`config.mk`:
```
export PLATFORM = sky130hd
export DESIGN_NAME = rpc_header_request_id_extractor
export DESIGN_NICKNAME = d
export VERILOG_FILES = /design/src/rpcid_pkg.sv /design/src/rpcid_in_reg.sv /design/src/rpcid_scan.sv /design/src/rpc_header_request_id_extractor.sv
export SDC_FILE = /design/constraint.sdc
export NUM_CORES = 1
export LEC_CHECK = 0
export BUFFER_PORTS_ARGS = -buffer_cell sky130_fd_sc_hd__clkbuf_2
export CAP_MARGIN = 20
export CELL_PAD_IN_SITES_DETAIL_PLACEMENT = 1
export CELL_PAD_IN_SITES_GLOBAL_PLACEMENT = 1
export CORE_MARGIN = 2
export CORE_UTILIZATION = 50
export DETAILED_ROUTE_END_ITERATION = 8
export HOLD_SLACK_MARGIN = 0.1
export PLACE_DENSITY_LB_ADDON = 0.15
export RECOVER_POWER = 25
export REMOVE_ABC_BUFFERS = 1
export SYNTH_ARGS = -nofsm -noshare
export SYNTH_HDL_FRONTEND = slang
export SYNTH_SLANG_ARGS = --single-unit
```
`constraint.sdc`:
```
create_clock -name clk -period 9.1 [get_ports clk]
set_clock_uncertainty 0.1 [all_clocks]
set_input_delay 0.455 -clock clk [delete_from_list [all_inputs] [get_ports clk]]
set_output_delay 0.455 -clock clk [all_outputs]
set_load 0.02 [all_outputs]
```
`src/rpcid_pkg.sv`:
```
// Package for the RPC header request-id extractor.
// Holds status codes, parse constants and the result record; no dependencies.
package rpcid_pkg;

  localparam int unsigned OFFSET_W = 11;
  localparam int unsigned HLEN_W   = 10;

  localparam logic [2:0] ST_OK       = 3'd0;
  localparam logic [2:0] ST_SHORT    = 3'd1;
  localparam logic [2:0] ST_NOT_CALL = 3'd2;
  localparam logic [2:0] ST_HDR_LONG = 3'd3;
  localparam logic [2:0] ST_BAD_TYPE = 3'd4;

  localparam logic [OFFSET_W-1:0] OFFSET_MAX = 11'd2047;
  localparam logic [7:0]          CALL_BYTE  = 8'h01;
  localparam logic [7:0]          I64_TYPE   = 8'h0a;
  // distances from the end of the header to the type byte and the id bytes
  localparam logic [OFFSET_W:0]   TYPE_GAP   = 12'd12;
  localparam logic [OFFSET_W:0]   ID_GAP     = 12'd15;
  localparam logic [OFFSET_W:0]   ID_LAST    = 12'd22;
  localparam logic [HLEN_W-1:0]   MAX_HDR_RESET = 10'd256;

  typedef struct packed {
    logic [2:0]  status;
    logic [31:0] message_id;
    logic [63:0] req_id;
  } result_t;

endpackage

```
`src/rpcid_in_reg.sv`:
```
// Input register stage of the RPC header request-id extractor.
// Holds one byte transaction until the scan stage takes it; depends on nothing.
module rpcid_in_reg (
  input  logic       clk,
  input  logic       rst,
  input  logic       data_valid,
  output logic       data_stall,
  input  logic [7:0] data_byte,
  input  logic       end_of_message,
  input  logic       take,
  output logic       held_valid,
  output logic [7:0] held_byte,
  output logic       held_last
);

  logic accept;

  assign data_stall = held_valid && !take;
  assign accept     = data_valid && !data_stall;

  always_ff @(posedge clk) begin
    if (rst) begin
      held_valid <= 1'b0;
    end else if (accept) begin
      held_valid <= 1'b1;
    end else if (take) begin
      held_valid <= 1'b0;
    end
  end

  always_ff @(posedge clk) begin
    if (accept) begin
      held_byte <= data_byte;
      held_last <= end_of_message;
    end
  end

`ifndef ASSERT_OFF
  // a held byte that is not taken must stay in place
  a_hold: assert property (@(posedge clk) disable iff (rst)
    held_valid && !take |=> held_valid && $stable(held_byte) && $stable(held_last))
    else $error("input register lost a held byte");
  // a new byte is never loaded over one that is still waiting
  a_no_overwrite: assert property (@(posedge clk) disable iff (rst)
    accept |-> !held_valid || take)
    else $error("input register overwritten");
  // the register empties or refills in the cycle after a take
  a_take_clear: assert property (@(posedge clk) disable iff (rst)
    take && !accept |=> !held_valid)
    else $error("input register did not drain");
`endif

endmodule

```
`src/rpcid_scan.sv`:
```
// Per-byte header scanner of the RPC header request-id extractor.
// Keeps the per-message parse state and the message counter; uses rpcid_pkg.
module rpcid_scan (
  input  logic                     clk,
  input  logic                     rst,
  input  logic                     step,
  input  logic [7:0]               data_byte,
  input  logic                     last,
  input  logic [rpcid_pkg::HLEN_W-1:0] max_header_len,
  output rpcid_pkg::result_t       result
);

  logic [rpcid_pkg::OFFSET_W-1:0] byte_offset, byte_offset_next;
  logic                           sign_bit, sign_bit_next;
  logic                           word_nonzero, word_nonzero_next;
  logic                           framed_flag, framed_flag_next;
  logic [rpcid_pkg::HLEN_W-1:0]   header_length, header_length_next;
  logic                           header_big, header_big_next;
  logic [63:0]                    id_shift, id_shift_next;
  logic [2:0]                     parse_status, parse_status_next;
  logic [31:0]                    message_counter;

  logic [rpcid_pkg::OFFSET_W-1:0] base;
  logic [rpcid_pkg::OFFSET_W-1:0] rel;
  logic [rpcid_pkg::OFFSET_W:0]   span;
  logic                           scan_en;
  logic                           is_ok;

  always_comb begin
    byte_offset_next   = byte_offset;
    sign_bit_next      = sign_bit;
    word_nonzero_next  = word_nonzero;
    framed_flag_next   = framed_flag;
    header_length_next = header_length;
    header_big_next    = header_big;
    id_shift_next      = id_shift;
    parse_status_next  = parse_status;
    base = '0;
    rel  = '0;
    span = '0;

    scan_en = (parse_status == rpcid_pkg::ST_SHORT) && (byte_offset != rpcid_pkg::OFFSET_MAX);

    if (scan_en) begin
      // leading word decides whether a 4-byte frame length precedes the message
      if (byte_offset == 11'd0) begin
        sign_bit_next     = data_byte[7];
        word_nonzero_next = |data_byte;
      end else if (byte_offset < 11'd4) begin
        word_nonzero_next = word_nonzero | (|data_byte);
      end
      if (byte_offset == 11'd3) begin
        framed_flag_next = word_nonzero_next && !sign_bit_next;
      end

      base = framed_flag_next ? 11'd4 : 11'd0;
      if (byte_offset >= 11'd3 && byte_offset >= base) begin
        rel = byte_offset - base;
        if (rel == 11'd3) begin
          if (data_byte != rpcid_pkg::CALL_BYTE) begin
            parse_status_next = rpcid_pkg::ST_NOT_CALL;
          end
        end else if (rel >= 11'd4 && rel <= 11'd7) begin
          // keep the low bits and a flag for anything above them
          header_big_next    = header_big | (|header_length[rpcid_pkg::HLEN_W-1:2]);
          header_length_next = {header_length[1:0], data_byte};
          if (rel == 11'd7 && (header_big_next || header_length_next > max_header_len)) begin
            parse_status_next = rpcid_pkg::ST_HDR_LONG;
          end
        end else if (rel >= 11'd8) begin
          span = {1'b0, rel} - {2'b00, header_length};
          if (!span[rpcid_pkg::OFFSET_W]) begin
            if (span == rpcid_pkg::TYPE_GAP) begin
              if (data_byte != rpcid_pkg::I64_TYPE) begin
                parse_status_next = rpcid_pkg::ST_BAD_TYPE;
              end
            end else if (span >= rpcid_pkg::ID_GAP && span <= rpcid_pkg::ID_LAST) begin
              id_shift_next = {id_shift[55:0], data_byte};
              if (span == rpcid_pkg::ID_LAST) begin
                parse_status_next = rpcid_pkg::ST_OK;
              end
            end
          end
        end
      end
    end

    if (byte_offset != rpcid_pkg::OFFSET_MAX) begin
      byte_offset_next = byte_offset + 11'd1;
    end
  end

  assign is_ok             = (parse_status_next == rpcid_pkg::ST_OK);
  assign result.status     = parse_status_next;
  assign result.message_id = is_ok ? message_counter : 32'd0;
  assign result.req_id     = is_ok ? id_shift_next : 64'd0;

  always_ff @(posedge clk) begin
    if (rst) begin
      byte_offset     <= '0;
      sign_bit        <= 1'b0;
      word_nonzero    <= 1'b0;
      framed_flag     <= 1'b0;
      header_length   <= '0;
      header_big      <= 1'b0;
      id_shift        <= '0;
      parse_status    <= rpcid_pkg::ST_SHORT;
      message_counter <= '0;
    end else if (step) begin
      if (last) begin
        byte_offset   <= '0;
        sign_bit      <= 1'b0;
        word_nonzero  <= 1'b0;
        framed_flag   <= 1'b0;
        header_length <= '0;
        header_big    <= 1'b0;
        id_shift      <= '0;
        parse_status  <= rpcid_pkg::ST_SHORT;
        if (is_ok) begin
          message_counter <= message_counter + 32'd1;
        end
      end else begin
        byte_offset   <= byte_offset_next;
        sign_bit      <= sign_bit_next;
        word_nonzero  <= word_nonzero_next;
        framed_flag   <= framed_flag_next;
        header_length <= header_length_next;
        header_big    <= header_big_next;
        id_shift      <= id_shift_next;
        parse_status  <= parse_status_next;
      end
    end
  end

`ifndef ASSERT_OFF
  // the counter moves only when a message closes with status ok
  a_count: assert property (@(posedge clk) disable iff (rst)
    !(step && last && is_ok) |=> $stable(message_counter))
    else $error("message counter moved without an ok message");
  // once a final status is reached it holds until the message ends
  a_sticky: assert property (@(posedge clk) disable iff (rst)
    step && !last && parse_status != rpcid_pkg::ST_SHORT |=>
      parse_status == $past(parse_status))
    else $error("parse status changed after first error");
  // every message starts over at offset zero
  a_restart: assert property (@(posedge clk) disable iff (rst)
    step && last |=> byte_offset == '0 && parse_status == rpcid_pkg::ST_SHORT)
    else $error("per-message state not cleared");
`endif

endmodule

```
`src/rpc_header_request_id_extractor.sv`:
```
// Top level of the RPC header request-id extractor.
// Instantiates rpcid_in_reg and rpcid_scan, holds the result register; uses rpcid_pkg.
//
// Takes one message byte per transaction on the data channel and returns one result
// transaction for each byte marked end_of_message. Throughput is one byte per clock while
// no last byte waits: every per-byte check is a compare against the running offset, done
// in one pass between the input register and the result register. Once the scanner takes
// a last byte from the input register, the result register loads and goes valid. The
// block keeps accepting bytes while a result waits to be taken; only a last byte that
// finds the result register full and stalled waits.
// The result carries the parse status; message_id and req_id are zero unless
// the status is ok, and the message id counter advances only on ok messages.
// max_header_len resets to 256; the user writes it through cfg_write/cfg_data while idle (not enforced).
module rpc_header_request_id_extractor (
  input  logic        clk,
  input  logic        rst,
  input  logic        cfg_write,
  input  logic [9:0]  cfg_data,
  input  logic        data_valid,
  output logic        data_stall,
  input  logic [7:0]  data_byte,
  input  logic        end_of_message,
  output logic        result_valid,
  input  logic        result_stall,
  output logic [2:0]  status,
  output logic [31:0] message_id,
  output logic [63:0] req_id
);

  logic [rpcid_pkg::HLEN_W-1:0] max_header_len;
  logic                         held_valid;
  logic [7:0]                   held_byte;
  logic                         held_last;
  logic                         take;
  logic                         emit;
  rpcid_pkg::result_t           scan_result;

  // configuration register
  always_ff @(posedge clk) begin
    if (rst) begin
      max_header_len <= rpcid_pkg::MAX_HDR_RESET;
    end else if (cfg_write) begin
      max_header_len <= cfg_data;
    end
  end

  // advance a held byte unless it closes a message and the result slot stays full
  assign take = held_valid && (!held_last || !result_valid || !result_stall);
  assign emit = take && held_last;

  rpcid_in_reg u_in_reg (
    .clk            (clk),
    .rst            (rst),
    .data_valid     (data_valid),
    .data_stall     (data_stall),
    .data_byte      (data_byte),
    .end_of_message (end_of_message),
    .take           (take),
    .held_valid     (held_valid),
    .held_byte      (held_byte),
    .held_last      (held_last)
  );

  rpcid_scan u_scan (
    .clk            (clk),
    .rst            (rst),
    .step           (take),
    .data_byte      (held_byte),
    .last           (held_last),
    .max_header_len (max_header_len),
    .result         (scan_result)
  );

  // result register: load on a closing byte, drop once the transaction is taken
  always_ff @(posedge clk) begin
    if (rst) begin
      result_valid <= 1'b0;
    end else if (emit) begin
      result_valid <= 1'b1;
    end else if (!result_stall) begin
      result_valid <= 1'b0;
    end
  end

  always_ff @(posedge clk) begin
    if (emit) begin
      status     <= scan_result.status;
      message_id <= scan_result.message_id;
      req_id     <= scan_result.req_id;
    end
  end

`ifndef ASSERT_OFF
  // a new result only ever comes from a closing byte
  a_rise_src: assert property (@(posedge clk) disable iff (rst)
    $rose(result_valid) |-> $past(emit))
    else $error("result appeared without a closing byte");
  // a failed message carries no ids
  a_fail_zero: assert property (@(posedge clk) disable iff (rst)
    result_valid && status != rpcid_pkg::ST_OK |-> message_id == 32'd0 && req_id == 64'd0)
    else $error("ids present on a failed message");
  // never load over a result that is still stalled
  a_no_clobber: assert property (@(posedge clk) disable iff (rst)
    emit |-> !result_valid || !result_stall)
    else $error("result register overwritten");
`endif

endmodule
```
==> results by stage <==
CTS:
- CTS built an H-tree with a depth of 1.
- The longest clock path from root to sink contains 3 buffers.
- The clock latency on the worst-skew pair is 530 ps.
- The clock-pin slew on the worst setup and hold paths is 60 ps.
- TritonCTS built the clock tree.
- The count of clock tree sinks is 244.
- The number of buffers inserted during clock tree synthesis is 27.
- The root buffer selected by CTS is sky130_fd_sc_hd__clkbuf_16.

Floorplan:
- The horizontal die dimension is 153 um.
- In this run the count of I/O pins placed on the die edge is 125.
- The starting density of the core is 50.9%.
- The die height is 153 um.
- The region available for standard cell placement spans 21800 um2.
- Row generation in the floorplan step produced 54 rows.
- The die covers 23400 um2.

Yosys:
- Counting flops with an async set or reset pin after synthesis yields a share of 0%.
- The number of storage elements in the synthesis netlist is 244.
- The gate count of the mapped netlist is 1037.
- Summing the sequential cell areas from Yosys gives 53.7% of the chip area.
- The primary flip-flop cell chosen by synthesis mapping is sky130_fd_sc_hd__dfxtp_1.
- The number of synthesis warnings is 0.
- Counting flops with a built-in enable in the synthesized netlist gives 108.
- The netlist area before placement is 11100 um2.
- A synthesized cell averages 10.7 um2.
- Counting distinct cell types in the post-synthesis netlist gives 65.

Global route:
- Entering global routing, the biggest net connects 85 pins.
- The number of global-route vias before repair is 8624.
- The first global-routing pass estimated 45.1 mm of wire.
- The initial antenna violation count came to 0.
- The aggregate global routing overflow is 0.
- In the global route stage, overall resource usage came out at 23.2%.

Min path:
- In this run the most critical hold path is launched from cfg_write.
- The path class of the tightest hold or removal check is input port to flip-flop.

Job:
- Max-cap violations in this run came to 1.

Routing:
- The first-iteration detailed-routing DRC count is 474.
- In the routed layout, each cell is associated on average with a via count of 5.78.
- After detailed routing, the number of remaining DRC violations is 0.
- Detailed routing inserted a total of 8415 vias.
- The number of nets with antenna violations after routing is 0.
- For this block, the routed nets add up to 28.0 mm of wire.
- In the final routed layout, each cell accounts on average for 19.2 um.
- The first detailed-routing pass ran for 4 iterations.

Power:
- The leakage power is 4.50 nW.
- The power per cell area is 177 nW/um2.
- The worst voltage drop across the vdd grid is 0.136 mV.

Setup path:
- The critical path is of the flip-flop to flip-flop type.
- The startpoint type of the worst setup path is a flip-flop.
- STA puts the critical path data required time at 9260 ps.
- The signal arrival time at the worst endpoint is 7010 ps.
- The launch point of the worst reg-to-reg path is u_scan.byte_offset[4].
- The critical path starts at u_scan.byte_offset[4].
- The highest fanout seen on the critical path is 53.
- The worst setup path is captured at a flip-flop.
- The register-to-register setup slack is 2250 ps.

STA:
- Setup violations remaining at the end of the flow were counted as 0.
- The worst path uses 75.3% of the clock period.
- Hold timing on the final database bottoms out at a slack of 316 ps.
- In the final timing run, aggregate negative setup slack is 0 ps.
- For the pin with the worst max-slew slack, the measured transition is 2870 ps.
- Setup slack closes at 2250 ps.
- The final number of max-transition violations came to 62.
- The maximum frequency from static timing analysis is 146 MHz.
- The final number of hold-violating endpoints came to 0.
- In this run the tightest slew margin relative to its limit is -91.1%.
- The minimum clock period is 6850 ps.
- Setup repair after global routing left no endpoint under its margin.

Layout:
- In the final design database the tool counted 1204 nets.
- The post-synthesis to final-layout area growth is 15.3%.
- 0 antenna diodes ended up in the layout.
- In the final layout, the share of cells above drive strength 1 is 9.19%.

Place:
- The number of buffers added on ports is 124.
- Prior to clock tree synthesis, the placed netlist has a worst setup slack of 2360 ps.
- The total half-perimeter wirelength after legalization and detailed placement is 17.9 mm.
- The congestion estimate from routability-driven global placement came to 0.876.

Run status:
- The run finished, with violations left.
- The final reports fail on capacitance limit, slew limit.
[metrics by stage]
step / area [um2] / cells / power [mW] / util, %
final: 12800 / 1455 / 2.27 / 58.7
after global routing: 12800 / 1455 / 2.34 / 58.7
after global placement: 11800 / 1382 / 1.25 / 54.3
after floorplan: 10800 / 970 / 1.22 / -
after CTS: 12900 / 1453 / 2.29 / 59.1
after detailed placement: 11800 / 1382 / 1.25 / 54.3
[cells by family (layout without fill, tap and decap cells)]
group,Yosys count,count (layout),share of synthesized area (%)
fa+ha+maj,26,26,3.00
flops,244,244,53.7
compound gates,197,197,13.4
buf+inv,106,244,4.12
xor+xnor,18,18,1.42
mux,79,79,7.16
simple gates,367,367,17.2
[synth_stat cells (3+ instances only)]
master	count	share of area, %
sky130_fd_sc_hd__o311ai_0	7	0.55
sky130_fd_sc_hd__nand2b_1	7	0.39
sky130_fd_sc_hd__and3_1	11	0.62
sky130_fd_sc_hd__or4_1	21	1.4
sky130_fd_sc_hd__a21o_1	5	0.34
sky130_fd_sc_hd__o31ai_1	27	1.8
sky130_fd_sc_hd__and2_1	38	2.1
sky130_fd_sc_hd__a211oi_1	5	0.34
sky130_fd_sc_hd__buf_1	9	0.30
sky130_fd_sc_hd__nand2_1	40	1.4
sky130_fd_sc_hd__and4_1	5	0.39
sky130_fd_sc_hd__a31oi_1	5	0.28
sky130_fd_sc_hd__dfxtp_1	136	25
sky130_fd_sc_hd__a21oi_1	35	1.6
sky130_fd_sc_hd__nor3_1	14	0.63
sky130_fd_sc_hd__mux2_2	4	0.41
sky130_fd_sc_hd__or3_1	8	0.45
sky130_fd_sc_hd__or2_2	10	0.56
sky130_fd_sc_hd__buf_6	3	0.30
sky130_fd_sc_hd__o21a_1	4	0.27
sky130_fd_sc_hd__nand3_1	23	1.0
sky130_fd_sc_hd__xnor2_1	10	0.79
sky130_fd_sc_hd__nor4_1	9	0.51
sky130_fd_sc_hd__a22o_1	65	5.1
sky130_fd_sc_hd__buf_2	27	1.2
sky130_fd_sc_hd__edfxtp_1	108	29
sky130_fd_sc_hd__clkbuf_1	27	0.91
sky130_fd_sc_hd__mux2i_1	75	6.8
sky130_fd_sc_hd__o21ai_0	10	0.45
sky130_fd_sc_hd__nand3b_1	4	0.27
sky130_fd_sc_hd__o211ai_1	3	0.20
sky130_fd_sc_hd__nor3b_1	5	0.34
sky130_fd_sc_hd__nand4_1	19	1.1
sky130_fd_sc_hd__inv_1	39	1.3
sky130_fd_sc_hd__ha_1	25	2.8
sky130_fd_sc_hd__xor2_1	8	0.63
sky130_fd_sc_hd__nor2_1	136	4.6
sky130_fd_sc_hd__nor2b_1	3	0.17
sky130_fd_sc_hd__a22oi_1	15	1.0
[final timing paths]
check                      end  depth (start not counted)
max                 req_id[11]                         21
min          max_header_len[8]                          2
max reg2reg         req_id[11]                         21
min reg2reg    u_scan.sign_bit                          2
[layout make-up]
class / instances / area, um2
inverter: 39 / 149
tap: 280 / 350
clock inverter: 6 / 43.8
sequential: 244 / 5970
timing repair buffer: 155 / 795
fill: 2372 / 9020
clock buffer: 44 / 800
multi-input combinational: 687 / 4700
[layout by cell type (no fill, tap or decap), types with 11 or more instances in the layout]
cell type	synthesis	layout
sky130_fd_sc_hd__dfxtp_1	136	136
sky130_fd_sc_hd__nor2_1	136	135
sky130_fd_sc_hd__clkbuf_1	27	108
sky130_fd_sc_hd__edfxtp_1	108	108
sky130_fd_sc_hd__mux2i_1	75	75
sky130_fd_sc_hd__a22o_1	65	65
sky130_fd_sc_hd__nand2_1	40	40
sky130_fd_sc_hd__and2_1	38	38
sky130_fd_sc_hd__inv_1	39	38
sky130_fd_sc_hd__a21oi_1	35	35
sky130_fd_sc_hd__clkbuf_2	0	28
sky130_fd_sc_hd__o31ai_1	27	27
sky130_fd_sc_hd__clkbuf_16	0	27
sky130_fd_sc_hd__ha_1	25	25
sky130_fd_sc_hd__nand3_1	23	23
sky130_fd_sc_hd__or4_1	21	21
sky130_fd_sc_hd__dlygate4sd3_1	0	21
sky130_fd_sc_hd__nand4_1	19	19
sky130_fd_sc_hd__a22oi_1	15	15
sky130_fd_sc_hd__nor3_1	14	14
sky130_fd_sc_hd__or2_2	10	11
sky130_fd_sc_hd__and3_1	11	11
[critical path, cell delays in order, from the launching register on]
cell	delay [ps]
sky130_fd_sc_hd__dfxtp_1	400
sky130_fd_sc_hd__or4_4	610
sky130_fd_sc_hd__nor4_2	390
sky130_fd_sc_hd__nand2_1	160
sky130_fd_sc_hd__mux2i_1	200
sky130_fd_sc_hd__nand2_1	70
sky130_fd_sc_hd__o21ai_0	290
sky130_fd_sc_hd__ha_1	270
sky130_fd_sc_hd__ha_1	260
sky130_fd_sc_hd__nand2_1	90
sky130_fd_sc_hd__xnor2_1	130
sky130_fd_sc_hd__ha_1	390
sky130_fd_sc_hd__a21oi_1	130
sky130_fd_sc_hd__and2_1	190
sky130_fd_sc_hd__a2111oi_0	590
sky130_fd_sc_hd__or4bb_1	220
sky130_fd_sc_hd__nor4_1	70
sky130_fd_sc_hd__a21oi_4	170
sky130_fd_sc_hd__buf_4	440
sky130_fd_sc_hd__or2_2	830
sky130_fd_sc_hd__buf_4	460
sky130_fd_sc_hd__nor2_1	120
[sequential cells by signal (all words and copies together) (netlist names)]
name	count
u_scan.sign_bit	1
u_scan.message_counter	32
u_scan.byte_offset	11
u_scan.framed_flag	1
u_scan.word_nonzero	1
status	3
u_scan.parse_status	3
u_scan.header_big	1
u_in_reg.held_byte	8
result_valid	1
message_id	32
req_id	64
max_header_len	10
u_in_reg.held_valid	1
u_in_reg.held_last	1
u_scan.header_length	10
u_scan.id_shift	64
[routing by layer]
layer / part of all wire (%) / GRT usage, %
met1: 45 / 30.7
met2: 49 / 40.6
met3: 3.9 / 3.43
met4: 1.7 / 5.25
met5: 0 / 0
[report_power, final]
part	switching [mW]	internal, mW
Clock	0.432	0.601
Sequential	0.00968	1.15
Combinational	0.0494	0.0252
Total	0.491	1.78
[timing repair]
| action | 4_1_cts | 5_1_grt |
|---|---|---|
| hold buffers | 21 | 0 |
| gates resized for setup | 0 | 0 |
| buffers inserted | 0 | 0 |
| endpoints found under the hold margin | 21 | 0 |
(Power assumes the default switching activity.)
